## src/sv/tpd_pkg.sv

```systemverilog
// ----------------------------------------------------------------------------
// tpd_pkg
// Shared types and constants of the tour point distance pipeline.
// ----------------------------------------------------------------------------
package tpd_pkg;

  // width and ceiling of the distance result
  localparam int unsigned DIST_W = 17;
  localparam logic [DIST_W-1:0] DIST_MAX = 17'h1FFFF;

  // pseudo-euclidean scale of the att metric
  localparam logic [4:0] ATT_SCALE = 5'd10;

  // distance metric selected by the mode register
  typedef enum logic [1:0] {
    MODE_EUC_2D  = 2'd0,
    MODE_CEIL_2D = 2'd1,
    MODE_EUC_3D  = 2'd2,
    MODE_ATT     = 2'd3
  } norm_mode_e;

  // control that travels with every pipeline stage
  typedef struct packed {
    logic       vld;
    norm_mode_e mode;
  } meta_t;

endpackage

```

## src/sv/tpd_sqsum.sv

```systemverilog
// ----------------------------------------------------------------------------
// tpd_sqsum
// Three stages: absolute differences, squares, sum of squares.
// ----------------------------------------------------------------------------
module tpd_sqsum #(
  parameter int COORD_BITS = 24
) (
  input  logic                          clk_i,
  input  logic                          rst_ni,
  input  logic                          en_i,
  input  tpd_pkg::meta_t                meta_i,
  input  logic signed [COORD_BITS-1:0]  x_a_i,
  input  logic signed [COORD_BITS-1:0]  y_a_i,
  input  logic signed [COORD_BITS-1:0]  z_a_i,
  input  logic signed [COORD_BITS-1:0]  x_b_i,
  input  logic signed [COORD_BITS-1:0]  y_b_i,
  input  logic signed [COORD_BITS-1:0]  z_b_i,
  output tpd_pkg::meta_t                meta_o,
  output logic [2*COORD_BITS+1:0]       sum_o
);

  localparam int SW = 2 * COORD_BITS + 2;
  localparam int QW = 2 * COORD_BITS;

  tpd_pkg::meta_t meta1_q, meta2_q, meta3_q;
  logic [COORD_BITS-1:0] dx_q, dy_q, dz_q;
  logic [QW-1:0] sqx_d, sqy_d, sqz_d;
  logic [QW-1:0] sqx_q, sqy_q, sqz_q;
  logic [SW-1:0] sum_d, sum_q;

  // magnitude of a difference, never above 2^COORD_BITS - 1
  function automatic logic [COORD_BITS-1:0] abs_diff(
    input logic signed [COORD_BITS-1:0] a,
    input logic signed [COORD_BITS-1:0] b
  );
    logic signed [COORD_BITS:0] d;
    d = (COORD_BITS+1)'(a) - (COORD_BITS+1)'(b);
    if (d[COORD_BITS]) begin
      d = -d;
    end
    return d[COORD_BITS-1:0];
  endfunction

  // squares, z only counted in 3d mode
  always_comb begin
    sqx_d = QW'(dx_q) * QW'(dx_q);
    sqy_d = QW'(dy_q) * QW'(dy_q);
    if (meta1_q.mode == tpd_pkg::MODE_EUC_3D) begin
      sqz_d = QW'(dz_q) * QW'(dz_q);
    end else begin
      sqz_d = '0;
    end
  end

  // sum of squares
  assign sum_d = SW'(sqx_q) + SW'(sqy_q) + SW'(sqz_q);

  // valid bits and mode
  always_ff @(posedge clk_i or negedge rst_ni) begin
    if (!rst_ni) begin
      meta1_q <= '0;
      meta2_q <= '0;
      meta3_q <= '0;
    end else if (en_i) begin
      meta1_q <= meta_i;
      meta2_q <= meta1_q;
      meta3_q <= meta2_q;
    end
  end

  // datapath registers
  always_ff @(posedge clk_i) begin
    if (en_i) begin
      dx_q  <= abs_diff(x_a_i, x_b_i);
      dy_q  <= abs_diff(y_a_i, y_b_i);
      dz_q  <= abs_diff(z_a_i, z_b_i);
      sqx_q <= sqx_d;
      sqy_q <= sqy_d;
      sqz_q <= sqz_d;
      sum_q <= sum_d;
    end
  end

  assign meta_o = meta3_q;
  assign sum_o  = sum_q;

endmodule

```

## config.mk

```make
export PLATFORM = sky130hd
export DESIGN_NAME = tpd_sqsum
export DESIGN_NICKNAME = d
export VERILOG_FILES = /design/src/sv/tpd_pkg.sv /design/src/sv/tpd_sqsum.sv
export SDC_FILE = /design/constraint.sdc
export NUM_CORES = 2
export LEC_CHECK = 0
export BUFFER_PORTS_ARGS = -buffer_cell sky130_fd_sc_hd__buf_2
export CORE_UTILIZATION = 40
export CTS_BUF_LIST = sky130_fd_sc_hd__clkbuf_8
export DETAILED_ROUTE_END_ITERATION = 10
export SKIP_CTS_REPAIR_TIMING = 1
export SLEW_MARGIN = 10
export SYNTH_ARGS = -nofsm -noshare
export SYNTH_HDL_FRONTEND = slang
export SYNTH_SLANG_ARGS = --single-unit
```

## constraint.sdc

```tcl
create_clock -name clk_i -period 7.5 [get_ports clk_i]
set_input_delay 0.375 -clock clk_i [delete_from_list [all_inputs] [get_ports clk_i]]
set_output_delay 0.375 -clock clk_i [all_outputs]
set_load 0.01 [all_outputs]
```

==> flow_summary.toml <==
[sta]
period_needed_ps = 7282
post-route-period-util = 0.9709
holdWs_ps = 43.66
slew_viol_final = 0
worst_slew_pin_slew_ps = 1008
hold_violations = 0
grt_setup_unrepaired = "true"
setup_viol = 0
timing.fmax_mhz = 137.3
maxSlewHeadroom = 0.3089
skew_ps = 59.69

[global_routing]
grt_max_degree = 121
grtUsageTotal = 0.1933
grt_pass1_vias = 51200
grt-ovfl-total = 0
grt_pass1_wl_mm = 259.6
antenna_found_initial = 6

[floorplan]
core-area_um2 = 163300
dieWidth_um = 408.2
start_util = 0.4040
dieArea_um2 = 166600
row_count = 148
dieHeight_um = 408.2
io_pins = 203

[routing]
drc = 18
wl_per_cell_um = 16.10
wl_mm = 156.1
vias_per_cell = 4.861
num_vias = 47130
dr.pass1.iters = 9
drt-initial-drc-count = 2440
ant_nets = 0

[critical_path]
rr_worst_depth = 27
max_stage_delay_ps = 570
cp-start-kind = "flip-flop"
timing.rr.end = "sqx_q[46]"
critical_path.max_fanout = 2
cp-end-kind = "flip-flop"
cp_slowest_cell = "fa_1"
worstPathRequired_ps = 8000
r2r_slack_ps = 220
reg2reg_from = "dx_q[7]"
cp.arrival_ps = 7780
crit_type = "flip-flop to flip-flop"

[logic_synthesis]
yosysTopAreaCell = "fa_1"
postSynthCellCount = 6959
synth_edf_count = 263
ys_ff_latch = 272
synth.distinct_cells = 84
syn_area_um2 = 65990
yosysSeqAreaShare = 0.1231
async_flop_share = 0.03309
synth_ff_type = "edfxtp_1"
avgSynthCellArea_um2 = 9.482
synth_warnings = 0
synth_top_area_share = 0.3999
synthTopCellsByArea = "fa_1 40%, ha_1 12%, edfxtp_1 12%"

[clock_tree]
htreeDepth = 2
clk_pin_slew_ps = 60
worstSkewPairLatency_ps = 760
cts.sinks = 272
cts_buffers = 55
clock_tree.root_cell = "clkbuf_8"
cts_buffer_depth = 3
cts_tree = "done"

[layout]
drive_above_1_share = 0.1156
stdcell_area_um2 = 74410
final_common_cell = "inv_1"
n_fill_cell = 15660
fin_cells = 9696
nets = 9590
final_cell_mix = "1905 x inv_1, 1308 x fa_1, 641 x ha_1"
area_growth_pct = 12.77
final_core_util = 0.4556

[placed_design]
placedCellCount = 9562
place_congestion = 0.8971
place_area_um2 = 72300
dp_hpwl_mm = 135.7
port_buffers = 202

[run]
max-cap-violations = 0

[run_status]
failed_checks = "DRC"
status = "finished, violations left"

[min_path]
hold_path_class = "primary input to asynchronous set/reset pin"
[final cells by class]
class	count	area [µm²]	area share
diodes	2	5.005	0.00006726
clock buffers	55	757.0	0.01017
clock inverters	46	599.3	0.008054
inverters	1901	7136	0.09589
multi-input cells	4591	50400	0.6773
flip-flops and latches	272	8123	0.1092
well taps	2175	2721	0.03657
repair buffers	654	4668	0.06274
[flip-flops by register name, indices dropped and copies added, names as in the netlist]
| register | cells |
|---|---|
| sqy_q | 47 |
| meta_o | 3 |
| sum_o | 50 |
| dy_q | 24 |
| meta2_q | 3 |
| dz_q | 24 |
| sqx_q | 47 |
| sqz_q | 47 |
| meta1_q | 3 |
| dx_q | 24 |
[metrics by stage]
stage                     worst slack [ps]  setup TNS (ps)
after floorplan                      85.78               0
after global placement              -73.93          -174.9
after detailed placement            -126.8          -408.4
after CTS                           -206.3          -776.3
after global routing                -53.81          -238.4
final                                218.4               0
[Yosys cell counts (9+ instances only)]
cell type  number
o31ai_1        14
xor2_1        110
nand3_1        54
fa_1         1318
mux2_2         15
nand2_1       580
a211o_1         9
a211oi_1       19
clkbuf_1      192
dfrtp_1         9
and2_1        375
o21bai_1       36
edfxtp_1      263
o21ai_0       134
a21oi_1       244
nor2_1        230
a2111oi_0       9
o211ai_1       18
nand4_1        23
nor3_1         37
o21a_1         37
ha_1          647
o31a_1         10
nor2b_1        39
inv_1        1901
a21o_1        146
a31oi_1        35
or2_2          11
or3_1          15
xnor2_1       198
o2111ai_1      10
and3_1         27
nand2b_1       36
[kinds of logic (layout without fill, tap and decap cells)]
| family | count (synthesis) | after routing | share of synthesized area |
|---|---|---|---|
| multiplexers | 23 | 23 | 0.003773 |
| XOR/XNOR | 309 | 309 | 0.04124 |
| other | 1 | 5 | 0.00005683 |
| AND/OR/NAND/NOR | 1482 | 1482 | 0.1097 |
| adder cells (fa/ha/maj) | 1965 | 1965 | 0.5225 |
| AO/OA/AOI/OAI | 809 | 809 | 0.08000 |
| flip-flops | 272 | 272 | 0.1231 |
| buffers and inverters | 2098 | 2656 | 0.1196 |
[layer usage]
metal | vias to the layer above | track usage | part of all wire | wire (µm)
met5 | - | 0 | 0.00020 | 32
met3 | 205 | 0.02323 | 0.044 | 6908
met4 | 4 | 0.04777 | 0.025 | 3873
met1 | 23750 | 0.2544 | 0.43 | 67730
li1 | 22260 | - | - | -
met2 | 910 | 0.3368 | 0.50 | 77600
[critical path, delay by kind of cell, from the launching register on]
kind / cells / cell delay [ps]
simple gates: 4 / 790
fa+ha+maj: 8 / 3840
compound gates: 7 / 1460
xor+xnor: 1 / 100
flops: 1 / 430
buf+inv: 7 / 410
[worst max path at each step]
stage / start / to / slack [ps] / depth (start not counted)
after CTS: dz_q[1] / sqz_q[47] / -210 / 26
after global routing: dz_q[1] / sqz_q[47] / -50 / 25
after detailed placement: dz_q[1] / sqz_q[47] / -130 / 26
after floorplan: dx_q[18] / sqx_q[46] / 90 / 27
after global placement: dx_q[2] / sqx_q[46] / -70 / 26
final: dx_q[7] / sqx_q[46] / 220 / 27
Power is not shown: default switching activity piles up to over one toggle a cycle in this logic, so the estimate is an artifact.
