--- src/sv/tpd_pkg.sv ---
// ----------------------------------------------------------------------------
// tpd_pkg
// Shared types and constants of the tour point distance pipeline.
// ----------------------------------------------------------------------------
package tpd_pkg;

  // width and ceiling of the distance result
  localparam int unsigned DIST_W = 17;
  localparam logic [DIST_W-1:0] DIST_MAX = 17'h1FFFF;

  // pseudo-euclidean scale of the att metric
  localparam logic [4:0] ATT_SCALE = 5'd10;

  // distance metric selected by the mode register
  typedef enum logic [1:0] {
    MODE_EUC_2D  = 2'd0,
    MODE_CEIL_2D = 2'd1,
    MODE_EUC_3D  = 2'd2,
    MODE_ATT     = 2'd3
  } norm_mode_e;

  // control that travels with every pipeline stage
  typedef struct packed {
    logic       vld;
    norm_mode_e mode;
  } meta_t;

endpackage

--- src/sv/tpd_isqrt.sv ---
// ----------------------------------------------------------------------------
// tpd_isqrt
// Pipelined integer square root, one root bit a stage, with remainder.
// ----------------------------------------------------------------------------
module tpd_isqrt #(
  parameter int COORD_BITS = 24
) (
  input  logic                    clk_i,
  input  logic                    rst_ni,
  input  logic                    en_i,
  input  tpd_pkg::meta_t          meta_i,
  input  logic [2*COORD_BITS+1:0] op_i,
  output tpd_pkg::meta_t          meta_o,
  output logic [COORD_BITS:0]     root_o,
  output logic [COORD_BITS+1:0]   rem_o
);

  localparam int SW = 2 * COORD_BITS + 2;
  localparam int RW = COORD_BITS + 1;

  tpd_pkg::meta_t meta_q [RW];
  logic [SW-1:0]  rad_q  [RW];
  logic [RW:0]    rem_q  [RW];
  logic [RW-1:0]  root_q [RW];

  for (genvar k = 0; k < RW; k++) begin : g_stage
    tpd_pkg::meta_t meta_in;
    logic [SW-1:0]  rad_in;
    logic [RW:0]    rem_in;
    logic [RW-1:0]  root_in;
    logic [RW+2:0]  acc;
    logic [RW+2:0]  trial;
    logic [RW:0]    rem_d;
    logic [RW-1:0]  root_d;

    // stage input taps
    if (k == 0) begin : g_first
      assign meta_in = meta_i;
      assign rad_in  = op_i;
      assign rem_in  = '0;
      assign root_in = '0;
    end else begin : g_next
      assign meta_in = meta_q[k-1];
      assign rad_in  = rad_q[k-1];
      assign rem_in  = rem_q[k-1];
      assign root_in = root_q[k-1];
    end

    // trial subtract of 4*root + 1 from the shifted remainder
    assign acc   = {rem_in, rad_in[SW-1:SW-2]};
    assign trial = {1'b0, root_in, 2'b01};

    always_comb begin
      if (acc >= trial) begin
        rem_d  = (RW+1)'(acc - trial);
        root_d = {root_in[RW-2:0], 1'b1};
      end else begin
        rem_d  = (RW+1)'(acc);
        root_d = {root_in[RW-2:0], 1'b0};
      end
    end

    always_ff @(posedge clk_i or negedge rst_ni) begin
      if (!rst_ni) begin
        meta_q[k] <= '0;
      end else if (en_i) begin
        meta_q[k] <= meta_in;
      end
    end

    always_ff @(posedge clk_i) begin
      if (en_i) begin
        rad_q[k]  <= rad_in << 2;
        rem_q[k]  <= rem_d;
        root_q[k] <= root_d;
      end
    end
  end

  assign meta_o = meta_q[RW-1];
  assign root_o = root_q[RW-1];
  assign rem_o  = rem_q[RW-1];

endmodule

--- config.mk ---
export PLATFORM = sky130hd
export DESIGN_NAME = tpd_isqrt
export DESIGN_NICKNAME = d
export VERILOG_FILES = /design/src/sv/tpd_pkg.sv /design/src/sv/tpd_isqrt.sv
export SDC_FILE = /design/constraint.sdc
export NUM_CORES = 2
export LEC_CHECK = 0
export ABC_AREA = 1
export BUFFER_PORTS_ARGS = -buffer_cell sky130_fd_sc_hd__buf_2
export CAP_MARGIN = 40
export CORE_MARGIN = 2
export CORE_UTILIZATION = 44
export CTS_BUF_LIST = sky130_fd_sc_hd__clkbuf_2 sky130_fd_sc_hd__clkbuf_4 sky130_fd_sc_hd__clkbuf_8
export DETAILED_ROUTE_END_ITERATION = 10
export GPL_TIMING_DRIVEN = 0
export PLACE_DENSITY = 0.64
export SLEW_MARGIN = 20
export SYNTH_ARGS = -nofsm -noshare
export SYNTH_HDL_FRONTEND = slang
export SYNTH_SLANG_ARGS = --single-unit
export TNS_END_PERCENT = 1
--- constraint.sdc ---
create_clock -name clk_i -period 4.5 [get_ports clk_i]
set_input_delay 0.225 -clock clk_i [delete_from_list [all_inputs] [get_ports clk_i]]
set_output_delay 0.225 -clock clk_i [all_outputs]
set_load 0.01 [all_outputs]
==> impl_metrics.toml <==
[outcome]
status = "completed"

[detailed_routing]
drt_wl_total_um = 219000
via_per_inst = 4.95
num_vias = 65357
drt_pass1_iterations = 6
post_drt_wl_per_cell_um = 16.5
drt_iter0_markers = 5096
antenna_left = 0
drc = 0

[timing]
layout_min_cycle_time_ns = 3.45
worst_slew_pin_slew_ns = 0.829
setup_ws_ns = 1.05
max_freq_mhz = 290
max_slew_margin = 0.448
slew_viol_final = 0
rsz0062_at_grt = "no"
fin_skew_ns = 0.103
setup_viol = 0
tns_ns = 0
finalHoldViolCount = 0
finalCritPeriodShare = 0.766

[clock_tree]
numClockSinks = 1615
htree_num_levels = 5
cts_root_buf = "clkbuf_8"
clock_latency_ns = 1.05
cts.clk_slew.worst_paths_ns = 0.05
post_cts_buffers = 0
cts_tree = "yes"
cts_made_buffers = 297
post_cts_resized = 0
clk_path_buf_depth = 4

[power]
powerDensity_nw_per_um2 = 440
power.net_switching_mw = 13.4
combPwrFrac = 0.218
peakVddDrop_v = 0.000350
power.internal_mw = 29.8
power.share.switching = 0.310
p_leak_nw = 44.3
clkPwrFrac = 0.326
seqPwrFrac = 0.456

[layout]
area_growth_pct = 12.9
fin_nets = 10766
drive_gt1_frac = 0.0735

[synthesis]
synth_edf_count = 1540
yosys-top-cells-count = "nand2_1, inv_1, edfxtp_1, nor2_1, nand3_1"
ys_ff_latch = 1615
syn-cell-area_um2 = 86900
synth_top_area_frac = 0.532
post-synth-top-count-cell = "nand2_1"
yosys-top-cells-area = "edfxtp_1, nand2_1, inv_1"
yosysWarnings = 0
synthCells = 9824
ys_types = 54
synth_top_area_cell = "edfxtp_1"
synth_ff_type = "edfxtp_1"
async_flop_share = 0.0464
seq_area_frac_synth = 0.554
synth_area_per_cell_um2 = 8.85
synthesis.nets = 10234

[global_routing]
grt_max_degree = 152
antenna_found_initial = 2
grt_pass1_wl_um = 343000
grt_usage = 0.216
grt_pass1_vias = 62896
grt-ovfl-total = 0

[critical_path]
cp.required_ns = 5.13
arrival_ns = 4.08
start_kind = "input port"
crit_buf_inv = 7
cpLargestDelayFamily = "buffers and inverters"
crit_type = "in -> reg"
crit_top_cell = "buf_16"
cp-end-kind = "flip-flop"
slowest_stage = "dlygate4sd3_1"
max_stage_delay_ns = 0.57
crit_chain = "dlygate4sd3_1, buf_12, buf_16, buf_16, buf_16, buf_16, buf_16"
worstPathMaxFanout = 141

[floorplan]
rows = 163
pin_count = 110
core_area_um2 = 197000
die_y_um = 448
dieArea_um2 = 201000
die_w_um = 448
start_util = 0.442

[placement]
portBuffers = 109
hpwl_um = 165000
place.gp.congestion = 0.904
pre_cts_ws_ns = 0.490

[min_path]
hold_class = "in -> async"

[job]
maxCapViolCount = 0
==> cell type report <==
cell class / instances / area (um2)
diodes: 7 / 17.5
plain buffers: 100 / 682
clock buffers: 387 / 4820
clock inverters: 117 / 1050
fillers: 18490 / 98700
inverters: 1702 / 6390
multi-input cells: 6407 / 31700
flip-flops and latches: 1615 / 48100
well taps: 2640 / 3300
repair buffers: 233 / 2020
==> power by group through the flow <==
| stage | Sequential (mW) | Combinational (mW) | Clock, mW |
|---|---|---|---|
| after global routing | 19.8 | 10.7 | 15.2 |
| after detailed placement | 20.0 | 9.23 | 0 |
| after CTS | 19.7 | 9.36 | 14.6 |
| after global placement | 20.7 | 9.12 | 0 |
| after floorplan | 19.5 | 6.48 | 0 |
| final | 19.7 | 9.38 | 14.1 |
==> cells by family after synthesis <==
| kind of cell | after synthesis | synth area share |
|---|---|---|
| mux | 3 | 0.000389 |
| buf+inv | 1802 | 0.0814 |
| fa+ha+maj | 354 | 0.0510 |
| xor+xnor | 264 | 0.0266 |
| other cells | 1 | 0.0000431 |
| flops | 1615 | 0.554 |
| compound gates | 843 | 0.0508 |
| simple gates | 4942 | 0.236 |
==> tightest hold or removal path, delay by kind of cell <==
| family | cells | cell delay, ns |
|---|---|---|
| buffers and inverters | 4 | 1.38 |
==> final timing paths <==
path | from | to | slack, ns | cells past startpoint
setup / recovery | en_i | rem_q[2][67]$_DFFE_PP_ | 1.05 | 7
hold / removal | rst_ni | g_stage[2].meta_in[2]$_DFFE_PN0P_ | 0.22 | 4
setup reg to reg | rem_q[2][27]$_DFFE_PP_ | rem_q[2][75]$_DFFE_PP_ | 1.59 | 10
hold reg to reg | rad_q[1][9]$_DFFE_PP_ | rad_q[1][59]$_DFFE_PP_ | 0.35 | 0
max in group asynchronous | rst_ni | g_stage[17].meta_in[1]$_DFFE_PN0P_ | 3.82 | 5
min in group clk_i | en_i | rad_q[0][74]$_DFFE_PP_ | 0.33 | 2
==> routing by layer <==
layer / vias up / track usage / share of wire
met5: - / 0 / 0
met4: 0 / 0.0685 / 0.027
met2: 1533 / 0.360 / 0.47
met3: 381 / 0.0304 / 0.048
li1: 33078 / - / -
met1: 30365 / 0.292 / 0.45
==> metrics by stage <==
stage / total power [mW] / area, um2 / hold slack (ns) / std cells / util
floorplan: 26.0 / 86900 / -0.0706 / 9824 / -
global placement: 29.8 / 90800 / 0.400 / 12573 / 0.461
detailed placement: 29.2 / 91100 / 0.166 / 12585 / 0.463
CTS: 43.6 / 98100 / 0.0657 / 13201 / 0.499
global route: 45.8 / 98100 / 0.154 / 13206 / 0.499
finish: 43.1 / 98100 / 0.216 / 13208 / 0.499
==> registers in the layout (all words and copies together) (netlist names) <==
signal,flops
rem_q,615
rad_q,600
meta_o,3
g_stage.meta_in,72
root_q,325
==> timing repair <==
action | 4_1_cts | 5_1_grt
endpoints found under the setup margin | 0 | 0
endpoints found under the hold margin | 252 | 0
hold buffers | 112 | 0
==> placed cells by master, fill, tap and decap left out, types with 27 or more instances in the layout <==
cell and n:
edfxtp_1 1540, nor2_1 852, xor2_1 159, clkbuf_4 81, xnor2_1 105, nand2_1 3074
clkinv_1 46, o21ai_1 97, o21ai_0 250, nor3_1 85, a21oi_1 432, dlygate4sd3_1 111
ha_1 354, o21bai_1 32, nand3b_1 76, buf_2 135, dfrtp_1 75, buf_4 27
clkinv_2 39, clkbuf_8 306, nand4_1 170, inv_1 1679, nand3_1 566
Note: power is estimated with default switching activity, not from simulation.
