## src/sv/tpd_pkg.sv

```systemverilog
// ----------------------------------------------------------------------------
// tpd_pkg
// Shared types and constants of the tour point distance pipeline.
// ----------------------------------------------------------------------------
package tpd_pkg;

  // width and ceiling of the distance result
  localparam int unsigned DIST_W = 17;
  localparam logic [DIST_W-1:0] DIST_MAX = 17'h1FFFF;

  // pseudo-euclidean scale of the att metric
  localparam logic [4:0] ATT_SCALE = 5'd10;

  // distance metric selected by the mode register
  typedef enum logic [1:0] {
    MODE_EUC_2D  = 2'd0,
    MODE_CEIL_2D = 2'd1,
    MODE_EUC_3D  = 2'd2,
    MODE_ATT     = 2'd3
  } norm_mode_e;

  // control that travels with every pipeline stage
  typedef struct packed {
    logic       vld;
    norm_mode_e mode;
  } meta_t;

endpackage

```

## src/sv/tpd_att_div.sv

```systemverilog
// ----------------------------------------------------------------------------
// tpd_att_div
// Ceiling division of the sum by 10 * 4^FRAC_BITS for the att metric,
// eight quotient bits a stage, then selection of the square root operand.
// ----------------------------------------------------------------------------
module tpd_att_div #(
  parameter int COORD_BITS = 24,
  parameter int FRAC_BITS  = 8
) (
  input  logic                    clk_i,
  input  logic                    rst_ni,
  input  logic                    en_i,
  input  tpd_pkg::meta_t          meta_i,
  input  logic [2*COORD_BITS+1:0] sum_i,
  output tpd_pkg::meta_t          meta_o,
  output logic [2*COORD_BITS+1:0] op_o
);

  localparam int SW    = 2 * COORD_BITS + 2;
  localparam int TWO_F = 2 * FRAC_BITS;
  localparam int SHW   = (SW > TWO_F) ? SW - TWO_F : 1;
  localparam int NDS   = (SHW + 7) / 8;
  localparam int PW    = NDS * 8;
  localparam logic [SW-1:0] LOW_MASK =
    (TWO_F >= SW) ? {SW{1'b1}} : ((SW'(1) << TWO_F) - SW'(1));

  // stage 0 is the split register, stages 1..NDS the division steps
  tpd_pkg::meta_t   meta_q [NDS+1];
  logic [SW-1:0]    sum_q  [NDS+1];
  logic [PW-1:0]    wrd_q  [NDS+1];
  logic [3:0]       rem_q  [NDS+1];
  logic             nz_q   [NDS+1];

  tpd_pkg::meta_t   op_meta_q;
  logic [SW-1:0]    op_q;
  logic [PW-1:0]    ceil_quo;
  logic [SW-1:0]    op_d;

  // split into whole part and sticky fraction
  always_ff @(posedge clk_i or negedge rst_ni) begin
    if (!rst_ni) begin
      meta_q[0] <= '0;
    end else if (en_i) begin
      meta_q[0] <= meta_i;
    end
  end

  always_ff @(posedge clk_i) begin
    if (en_i) begin
      sum_q[0] <= sum_i;
      wrd_q[0] <= PW'(sum_i >> TWO_F);
      rem_q[0] <= '0;
      nz_q[0]  <= |(sum_i & LOW_MASK);
    end
  end

  // long division by ten, quotient bits replace dividend bits in place
  for (genvar k = 1; k <= NDS; k++) begin : g_div
    logic [PW-1:0] wrd_d;
    logic [3:0]    rem_d;

    always_comb begin : div_step
      logic [4:0] part;
      wrd_d = wrd_q[k-1];
      rem_d = rem_q[k-1];
      for (int b = 0; b < 8; b++) begin
        part = {rem_d, wrd_d[PW-1-8*(k-1)-b]};
        if (part >= tpd_pkg::ATT_SCALE) begin
          rem_d = 4'(part - tpd_pkg::ATT_SCALE);
          wrd_d[PW-1-8*(k-1)-b] = 1'b1;
        end else begin
          rem_d = part[3:0];
          wrd_d[PW-1-8*(k-1)-b] = 1'b0;
        end
      end
    end

    always_ff @(posedge clk_i or negedge rst_ni) begin
      if (!rst_ni) begin
        meta_q[k] <= '0;
      end else if (en_i) begin
        meta_q[k] <= meta_q[k-1];
      end
    end

    always_ff @(posedge clk_i) begin
      if (en_i) begin
        sum_q[k] <= sum_q[k-1];
        wrd_q[k] <= wrd_d;
        rem_q[k] <= rem_d;
        nz_q[k]  <= nz_q[k-1];
      end
    end
  end

  // round the quotient up and pick the root operand
  assign ceil_quo = wrd_q[NDS] + PW'((rem_q[NDS] != 4'd0) || nz_q[NDS]);

  always_comb begin
    if (meta_q[NDS].mode == tpd_pkg::MODE_ATT) begin
      op_d = SW'(ceil_quo);
    end else begin
      op_d = sum_q[NDS];
    end
  end

  always_ff @(posedge clk_i or negedge rst_ni) begin
    if (!rst_ni) begin
      op_meta_q <= '0;
    end else if (en_i) begin
      op_meta_q <= meta_q[NDS];
    end
  end

  always_ff @(posedge clk_i) begin
    if (en_i) begin
      op_q <= op_d;
    end
  end

  assign meta_o = op_meta_q;
  assign op_o   = op_q;

endmodule

```

## config.mk

```make
export PLATFORM = sky130hd
export DESIGN_NAME = tpd_att_div
export DESIGN_NICKNAME = d
export VERILOG_FILES = /design/src/sv/tpd_pkg.sv /design/src/sv/tpd_att_div.sv
export SDC_FILE = /design/constraint.sdc
export NUM_CORES = 1
export LEC_CHECK = 0
export ABC_AREA = 1
export BUFFER_PORTS_ARGS = -buffer_cell sky130_fd_sc_hd__buf_2
export CELL_PAD_IN_SITES_DETAIL_PLACEMENT = 1
export CELL_PAD_IN_SITES_GLOBAL_PLACEMENT = 2
export CORE_MARGIN = 2
export CORE_UTILIZATION = 40
export DETAILED_ROUTE_END_ITERATION = 6
export HOLD_SLACK_MARGIN = 0.05
export PLACE_DENSITY_LB_ADDON = 0.15
export RECOVER_POWER = 25
export SLEW_MARGIN = 20
export SYNTH_ARGS = -nofsm -noshare
export SYNTH_HDL_FRONTEND = slang
export SYNTH_SLANG_ARGS = --single-unit
export TNS_END_PERCENT = 30
```

## constraint.sdc

```tcl
create_clock -name clk_i -period 8.8 [get_ports clk_i]
set_input_delay 1.32 -clock clk_i [delete_from_list [all_inputs] [get_ports clk_i]]
set_output_delay 1.32 -clock clk_i [all_outputs]
set_load 0.01 [all_outputs]
```

==> flow_summary_export.csv <==
group,metric,value,unit
cells_and_area,num-nets-final,1584,
detailed_routing,dr.pass1.iters,5,
clock_network,htree_levels,2,
sta,rsz0062_at_grt,"no",
clock_network,cts.sinks,465,
synth,yosysMostFrequentCell,"edfxtp_1",
clock_network,clk_latency,580,ps
synth,netlist_instances,1341,
sta,tns,0,ps
synth,yosysWarnings,0,
sta,finalSetupViolations,0,
floorplan,rows,78,
detailed_routing,vias_per_cell,4.67,
synth,netlist_top_cells_count,"edfxtp_1 (444), nand2_1 (222), inv_1 (150)",
floorplan,start_util,40.6,%
worst_setup_path,required,9130,ps
min_path,min_path_type,"flip-flop to flip-flop",
clock_network,cts_tree,"done",
worst_setup_path,crit_arrival,6730,ps
global_routing,grt_pass1_wl,53.4,mm
synth,synth.distinct_cells,41,
synth,synthAdderAreaFrac,2.30,%
synth,synth-xor-area-share,1.03,%
worst_setup_path,max_stage_delay,430,ps
place,place.gp.congestion,0.792,
sta,clock_skew,13.7,ps
synth,netlist_area,18500,um2
worst_setup_path,cp_slowest_cell,"edfxtp_1",
global_routing,grt_max_degree,183,
sta,slew-limit-headroom,34.1,%
worst_setup_path,startpoint_type,"flip-flop",
synth,synth_compound_area_share,2.40,%
clock_network,ctsHoldBuffers,0,
synth,yosys-top-cells-area,"edfxtp_1 (72%), nand2_1 (4.5%), inv_1 (3.1%), dfrtp_1 (2.8%), ha_1 (2.3%)",
status,status,"complete, no violations",
sta,whs,407,ps
cells_and_area,stdcell_count,2136,
synth,synthFlopType,"edfxtp_1",
sta,fin_crit,6400,ps
detailed_routing,remaining_drc_errors,0,
synth,yosysTopAreaCellShare,72.2,%
cells_and_area,drive_above_1_share,21.6,%
clock_network,clock_path_buffers,3,
synth,syn_nets,1431,
worst_setup_path,crit_top_cell,"nand2_2",
floorplan,dieArea,47900,um2
synth,ys_seq_area_share,75.1,%
clock_network,clk_pin_slew,60,ps
global_routing,grt_pass1_vias,10300,
global_routing,grt_util_all_layers,14.2,%
floorplan,core_area,45500,um2
place,placed_cells,2042,
global_routing,antenna_found_initial,1,
synth,synthMuxAreaShare,0.400,%
cells_and_area,utilization,47.0,%
synth,synth-seq-cells,465,
detailed_routing,num_vias,9976,
worst_setup_path,crit_fanout,5,
synth,netlist.top_cell.by_area,"edfxtp_1",
detailed_routing,wl_per_cell,15.5,um
synth,synth_edf_count,444,
synth,synth_top_family_by_area,"simple AND/OR/NAND/NOR gates",
place,dp_hpwl,21.8,mm
worst_setup_path,end_kind,"flip-flop",
clock_network,cts_inserted_buffers,50,
clock_network,postCtsSetupRepairBufs,0,
sta,hold_viol,0,
clock_network,root_buffer,"clkbuf_16",
synth,async_flop_share,4.52,%
detailed_routing,drt-initial-drc-count,613,
sta,tightest_slew,988,ps
sta,timing.fmax,156,MHz
floorplan,die_y,219,um
sta,drv_slew,0,
synth,yosys.area_share.simple,15.0,%
cells_and_area,syn_to_final_growth,15.9,%
global_routing,gr-total-overflow,0,
clock_network,ctsResizeCount,0,
place,io_buffers,108,
floorplan,die_w,219,um
detailed_routing,drtAntennaViolNets,0,
floorplan,boundaryPins,109,
run,drv_cap,0,
detailed_routing,finalWirelength,33.1,mm
worst_setup_path,worstSetupPathType,"flip-flop to flip-flop",
sta,post-route-period-util,72.7,%
synth,synth.avg_cell_area,13.8,um2
## critical path, delay by kind of cell, from the launching register on
| family | cells | cell delay (ps) |
|---|---|---|
| adders and majority gates | 8 | 1510 |
| and+or+nand+nor | 36 | 2950 |
| buffers and inverters | 14 | 1050 |
| AOI/OAI and AO/OA | 1 | 190 |
| DFF | 1 | 430 |
## routing by layer
metal	vias up	routed length, um	GRT usage, %
met5	-	0	0
met3	60	1380	2.76
li1	4955	-	-
met4	0	983	5.77
met1	4824	15400	19.2
met2	137	15400	22.6
## cell usage in the layout, fill, tap and decap left out, types with 11 or more instances in the layout
master     netlist  layout
nor2_1         101     101
inv_1          150     150
ha_1            34      34
buf_2            0     107
o21ai_0         40      40
dfrtp_1         21      21
clkbuf_1        11      16
inv_2           14      14
a21oi_1         13      13
clkbuf_16        0      54
nand3_2         32      32
nand2_1        222     222
edfxtp_1       444     444
nand2_2         62      62
nand4_1         16      16
nand3_1         76      76
xor2_1          11      11
## sequential cells by signal (all words and copies together) (netlist names)
register and count:
meta_o 3, meta_q 18, nz_q 6, op_o 50, rem_q 16, sum_q 295
wrd_q 77
## metrics by stage
stage	setup slack [ps]	cell area, um2
after floorplan	3090	18500
after global routing	1560	21400
final	2400	21400
after CTS	2310	21400
after detailed placement	2350	19800
after global placement	2570	19800
## final cells by class
cell class | instances | area [um2]
fill | 4689 | 24100
clock inverter | 20 | 163
tap | 600 | 751
multi-input combinational | 692 | 3900
timing repair buffer | 113 | 613
antenna | 1 | 2.50
inverter | 172 | 651
sequential | 465 | 13900
clock buffer | 73 | 1450
## path summary, 6_finish.rpt
| path | from | end | slack, ps | depth (start not counted) |
|---|---|---|---|---|
| setup / recovery | rem_q[3][0] | rem_q[4][1] | 2400 | 59 |
| hold / removal | sum_q[1][36] | sum_q[2][36] | 410 | 0 |
| setup reg to reg | rem_q[3][0] | rem_q[4][1] | 2400 | 59 |
| hold reg to reg | sum_q[1][36] | sum_q[2][36] | 410 | 0 |
| max in group asynchronous | rst_ni | meta_q[16] | 7770 | 1 |
| min in group asynchronous | rst_ni | meta_o[2] | 700 | 1 |
## kinds of logic after synthesis
logic type / Yosys count
flops: 465
simple gates: 555
xor+xnor: 20
mux: 7
compound gates: 76
buf+inv: 184
fa+ha+maj: 34
Power is not shown: default switching activity piles up to over one toggle a cycle in this logic, so the estimate is an artifact.
