===== config.mk =====
export PLATFORM = sky130hd
export DESIGN_NAME = tpd_round
export DESIGN_NICKNAME = d
export VERILOG_FILES = /design/src/sv/tpd_pkg.sv /design/src/sv/tpd_round.sv
export SDC_FILE = /design/constraint.sdc
export NUM_CORES = 1
export LEC_CHECK = 0
export ABC_AREA = 0
export ABC_CLOCK_PERIOD_IN_PS = 820
export BUFFER_PORTS_ARGS = -buffer_cell sky130_fd_sc_hd__buf_4
export CAP_MARGIN = 20
export CORE_MARGIN = 3
export CORE_UTILIZATION = 48
export DETAILED_ROUTE_END_ITERATION = 6
export GPL_TIMING_DRIVEN = 1
export PLACE_DENSITY = 0.79
export SYNTH_ARGS = -nofsm -noshare
export SYNTH_HDL_FRONTEND = slang
export SYNTH_SLANG_ARGS = --single-unit

===== constraint.sdc =====
create_clock -name clk_i -period 0.82 [get_ports clk_i]
set_input_delay 0.041 -clock clk_i [delete_from_list [all_inputs] [get_ports clk_i]]
set_output_delay 0.041 -clock clk_i [all_outputs]
set_load 0.03 [all_outputs]

===== src/sv/tpd_pkg.sv =====
// ----------------------------------------------------------------------------
// tpd_pkg
// Shared types and constants of the tour point distance pipeline.
// ----------------------------------------------------------------------------
package tpd_pkg;

  // width and ceiling of the distance result
  localparam int unsigned DIST_W = 17;
  localparam logic [DIST_W-1:0] DIST_MAX = 17'h1FFFF;

  // pseudo-euclidean scale of the att metric
  localparam logic [4:0] ATT_SCALE = 5'd10;

  // distance metric selected by the mode register
  typedef enum logic [1:0] {
    MODE_EUC_2D  = 2'd0,
    MODE_CEIL_2D = 2'd1,
    MODE_EUC_3D  = 2'd2,
    MODE_ATT     = 2'd3
  } norm_mode_e;

  // control that travels with every pipeline stage
  typedef struct packed {
    logic       vld;
    norm_mode_e mode;
  } meta_t;

endpackage


===== src/sv/tpd_round.sv =====
// ----------------------------------------------------------------------------
// tpd_round
// Metric rounding of the root, saturation and the output register.
// ----------------------------------------------------------------------------
module tpd_round #(
  parameter int COORD_BITS = 24,
  parameter int FRAC_BITS  = 8
) (
  input  logic                        clk_i,
  input  logic                        rst_ni,
  input  logic                        en_i,
  input  tpd_pkg::meta_t              meta_i,
  input  logic [COORD_BITS:0]         root_i,
  input  logic [COORD_BITS+1:0]       rem_i,
  output logic                        valid_o,
  output logic [tpd_pkg::DIST_W-1:0]  distance_o
);

  localparam int RW = COORD_BITS + 1;
  localparam int VW = RW + 2;
  localparam int CW = (VW > tpd_pkg::DIST_W) ? VW : tpd_pkg::DIST_W;

  logic [RW:0]                  twice_root;
  logic [VW-1:0]                half_v, ceil_v, att_v, val;
  logic                         sat;
  logic [tpd_pkg::DIST_W-1:0]   dist_d;
  logic                         valid_q;
  logic [tpd_pkg::DIST_W-1:0]   dist_q;

  // floor(sqrt(4s)): remainder above root means the half step is passed
  assign twice_root = {root_i, 1'b0} + (RW+1)'(rem_i > (RW+1)'(root_i));

  // candidates for each metric
  assign half_v = (VW'(twice_root) + (VW'(1) << FRAC_BITS)) >> (FRAC_BITS + 1);
  assign ceil_v = (rem_i == '0)
                ? ((VW'(root_i) + (VW'(1) << FRAC_BITS) - VW'(1)) >> FRAC_BITS)
                : (VW'(root_i >> FRAC_BITS) + VW'(1));
  assign att_v  = VW'(root_i) + VW'(rem_i != '0);

  always_comb begin
    case (meta_i.mode)
      tpd_pkg::MODE_EUC_2D:  val = half_v;
      tpd_pkg::MODE_CEIL_2D: val = ceil_v;
      tpd_pkg::MODE_EUC_3D:  val = half_v;
      tpd_pkg::MODE_ATT:     val = att_v;
      default:               val = half_v;
    endcase
  end

  // clamp to the result range
  assign sat    = CW'(val) > CW'(tpd_pkg::DIST_MAX);
  assign dist_d = sat ? tpd_pkg::DIST_MAX : tpd_pkg::DIST_W'(val);

  // output word register
  always_ff @(posedge clk_i or negedge rst_ni) begin
    if (!rst_ni) begin
      valid_q <= 1'b0;
    end else if (en_i) begin
      valid_q <= meta_i.vld;
    end
  end

  always_ff @(posedge clk_i) begin
    if (en_i) begin
      dist_q <= dist_d;
    end
  end

  assign valid_o    = valid_q;
  assign distance_o = dist_q;

endmodule


==> summary.md <==
| Metric | Value |
|---|---|
| Ratio of final minimum period to clock period | `303.7%` |
| Parity-gate share of the synthesized area counting xor and xnor cells | `12.61%` |
| Total of fill cells in the finished design | `220` |
| Clock tree root buffer cell | `sky130_fd_sc_hd__clkbuf_8` |
| Final estimated routing congestion in global placement | `0.9617` |
| Final net count | `518` |
| Post-synthesis compound-gate area fraction | `17.33%` |
| Final number of hold-violating endpoints | `0` |
| Fraction of synthesized area in multiplexers | `3.074%` |
| Die footprint | `0.005797 mm²` |
| Post-synthesis cell area | `0.002361 mm²` |
| Met2 track demand over resource in global routing | `56.03%` |
| Antenna Nets Post-Route | `0` |
| Dominant combinational cell family by area after synthesis | `simple AND/OR/NAND/NOR gates` |
| Max Clock Skew | `0 ns` |
| First-pass iteration count of the detailed router | `6` |
| Timing-limited maximum frequency | `401.6 MHz` |
| Most frequent standard cell in the layout excluding fill and tap cells | `sky130_fd_sc_hd__buf_4` |
| Time the final worst path needs with I/O delays and setup | `2.490 ns` |
| Count of final setup violators | `30` |
| Total DRC errors in the routed layout | `0` |
| Largest area contributor in the netlist | `sky130_fd_sc_hd__edfxtp_1` |
| Final core utilization | `88.69%` |
| Port Buffers | `74` |
| Max stage delay cell, worst path | `sky130_fd_sc_hd__nor4_4` |
| Core Footprint | `0.004534 mm²` |
| Arrival time reported for the critical path endpoint | `2.48 ns` |
| Global-route wire length before repair | `15440 µm` |
| Number of warnings issued by yosys | `0` |
| DRC marker count from the first detailed-route iteration | `504` |
| Number of max-cap violations | `0` |
| CTS tree | `done` |
| Worst hold path class | `input port to flop` |
| Total track usage | `32.61%` |
| Synth Instances | `301` |
| Met1 usage | `40.36%` |
| Most heavily used metal layer in global routing | `met2` |
| Via Count | `3258` |
| Main area contributors after synthesis | `sky130_fd_sc_hd__edfxtp_1, sky130_fd_sc_hd__xor2_1, sky130_fd_sc_hd__xnor2_1, sky130_fd_sc_hd__nor2_1, sky130_fd_sc_hd__nand3_1` |
| Fin worst setup slack | `-1.670 ns` |
| Syn avg cell area | `7.844 µm²` |
| # IOs | `75` |
| Total Routed Length | `10110 µm` |
| Most used flip-flop cell after synthesis | `sky130_fd_sc_hd__edfxtp_1` |
| Startpoint class of the critical path | `input port` |
| Critical setup path kind | `input port to flop` |
| Pin count of the biggest net entering global routing | `11` |
| Antenna cell count | `0` |
| Post-synthesis net count | `363` |
| Slew Limit Headroom | `72.39%` |
| Sink Count | `18` |
| Unrepaired setup endpoints after global routing | `true` |
| Violations in the final reports | `setup timing` |
| Leak | `1.692 nW` |
| Sequence of cells on the critical path | `buf_6 > nor4_4 > nand4_2 > or2_4 > ha_4 > nand4_1 > buf_4 > nor3_1 > o21ai_1 > nand4_1 > nor4_4 > or3b_4 > o211ai_1` |
| Simple-gate share of the synthesized area | `35.93%` |
| Die Y | `76.14 µm` |
| Data required time of the worst path | `0.81 ns` |
| Areal power density over the cells | `899.6 mW/mm²` |
| Type of destination of the critical path | `flop` |
| Slew of the pin with the lowest slew margin | `0.4098 ns` |
| Outcome | `complete, but fails checks` |
| Register clock-pin slew on the reported worst setup and hold paths | `0.07 ns` |
| Sum of net half-perimeters after detailed placement | `7267 µm` |
| Largest fanout of any net on the critical path | `7` |
| Post-synthesis async set-or-reset flop share | `5.556%` |
| Inserted Clock Buffers | `3` |
| Area Overhead vs Synth | `70.32%` |
| Hold Slack | `0.03594 ns` |
| Maximum cell stage delay along the critical path | `0.38 ns` |
| Cell family contributing the most delay on the critical path | `simple AND/OR/NAND/NOR gates` |
| Buffer and inverter count on the worst path | `2` |
| Share of the synthesized area in the top cell type | `21.62%` |
| Sequential fraction of the synthesis area | `22.68%` |
| Row cnt | `24` |
| Maximum resistive drop on vdd | `0.7447 mV` |
| Met3 GRT Util | `5.201%` |
| Setup TNS | `-27.66 ns` |
| Bufs on Longest Clock Path | `2` |
| Final count of pins violating max slew | `0` |
| Arithmetic-cell share of the synthesized area counting full adders, half adders and majority gates | `2.650%` |
| FF+latch count, synth | `18` |
| Count of flip-flops with a built-in enable after synthesis | `17` |
| Routed WL per cell | `19.43 µm` |
| CTS H-tree depth | `1` |
| Layout cell share with drive strength beyond 1 | `49.89%` |
| Chip width | `76.14 µm` |
| Number of distinct library cells after synthesis | `62` |
| Via count of the first global-routing pass | `3160` |
| Vias per std cell | `6.265` |
| Clock insertion delay at the later pin of the skew report | `0.25 ns` |
| Highest-count cells in the layout ignoring fill and taps | `sky130_fd_sc_hd__buf_4, sky130_fd_sc_hd__nor2_1, sky130_fd_sc_hd__buf_6, sky130_fd_sc_hd__nand2_1, sky130_fd_sc_hd__xor2_1` |
| Number of antenna violations at the first check in global routing | `0` |
| Effective utilization at floorplan | `52.07%` |
| Remaining Overflow, GRT | `0` |
[synthesized netlist by cell type (all sizes together), types with 3 or more instances]
cell type  instances
buf                6
nor4              15
a21oi             12
xnor2             15
inv                6
ha                 5
or2                4
clkbuf            20
nor3              15
o22ai              4
xor2              19
a32oi              3
nand2             22
nand3             29
nand4             10
and3               4
nor3b              4
mux2i              5
o21ai             14
edfxtp            17
nor2              31
[power breakdown]
group | switching, W | leakage, nW | internal [W]
Combinational | 0.000908 | 1.48 | 0.000843
Sequential | 0.0000472 | 0.179 | 0.00112
Clock | 0.000272 | 0.0288 | 0.000426
[logic make-up (layout without fill, tap and decap cells)]
| family | Yosys count | in the layout |
|---|---|---|
| muxes | 7 | 7 |
| DFF | 18 | 18 |
| AOI/OAI and AO/OA | 59 | 59 |
| xor gates and xnor gates | 34 | 34 |
| buffers and inverters | 32 | 185 |
| adders and majority gates | 5 | 5 |
| and+or+nand+nor | 146 | 147 |
[state kept, by name, summed over array words and instances, names as in the netlist]
signal / count
valid_o: 1
distance_o: 17
[final timing paths]
path	from	to	slack, ns	cells past startpoint
max in group asynchronous	rst_ni	valid_o$_DFFE_PN0P_	0.61	2
min in group asynchronous	rst_ni	valid_o$_DFFE_PN0P_	0.12	2
max reg2reg	valid_o$_DFFE_PN0P_	valid_o$_DFFE_PN0P_	0.02	1
min reg2reg	valid_o$_DFFE_PN0P_	valid_o$_DFFE_PN0P_	0.56	1
min	meta_i[2]	valid_o$_DFFE_PN0P_	0.04	2
max	rem_i[8]	distance_o[10]$_SDFFCE_PN1P_	-1.67	13
[per-stage QoR]
stage / setup WS, ns / power [W] / std cells / cell area [µm²]
after floorplan: -1.637 / 0.001926 / 301 / 2502
after global placement: -1.861 / 0.002678 / 506 / 3714
after detailed placement: -2.068 / 0.002716 / 506 / 3714
after CTS: -1.637 / 0.003519 / 518 / 3949
after global routing: -1.779 / 0.003761 / 520 / 4021
final: -1.670 / 0.003618 / 520 / 4021
[area by class of cell]
cell class	count	area (µm²)	share of cell area (%)
clock buffer	4	55.05	1.369
inverter	6	22.52	0.5600
multi-input combinational	252	1901	47.26
sequential	18	536.8	13.35
tap	65	81.33	2.022
timing repair buffer	175	1425	35.44
[routing by layer]
layer  share of wire (%)  wire length, µm  vias to the layer above
met4                 3.6              367                        0
li1                    -                -                     1435
met1                  37             3704                     1495
met5                   0                0                        -
met2                  49             4955                      285
met3                  11             1079                       43
[timing repair]
action                     CTS  global route
setup buffers                6             3
hold endpoints to repair     1             0
hold buffers                 1             0
pin swaps                   19            20
gates resized for setup     30            13
gates cloned                 1             0
setup endpoints to repair   35            35
Note: power is estimated with default switching activity, not from simulation.
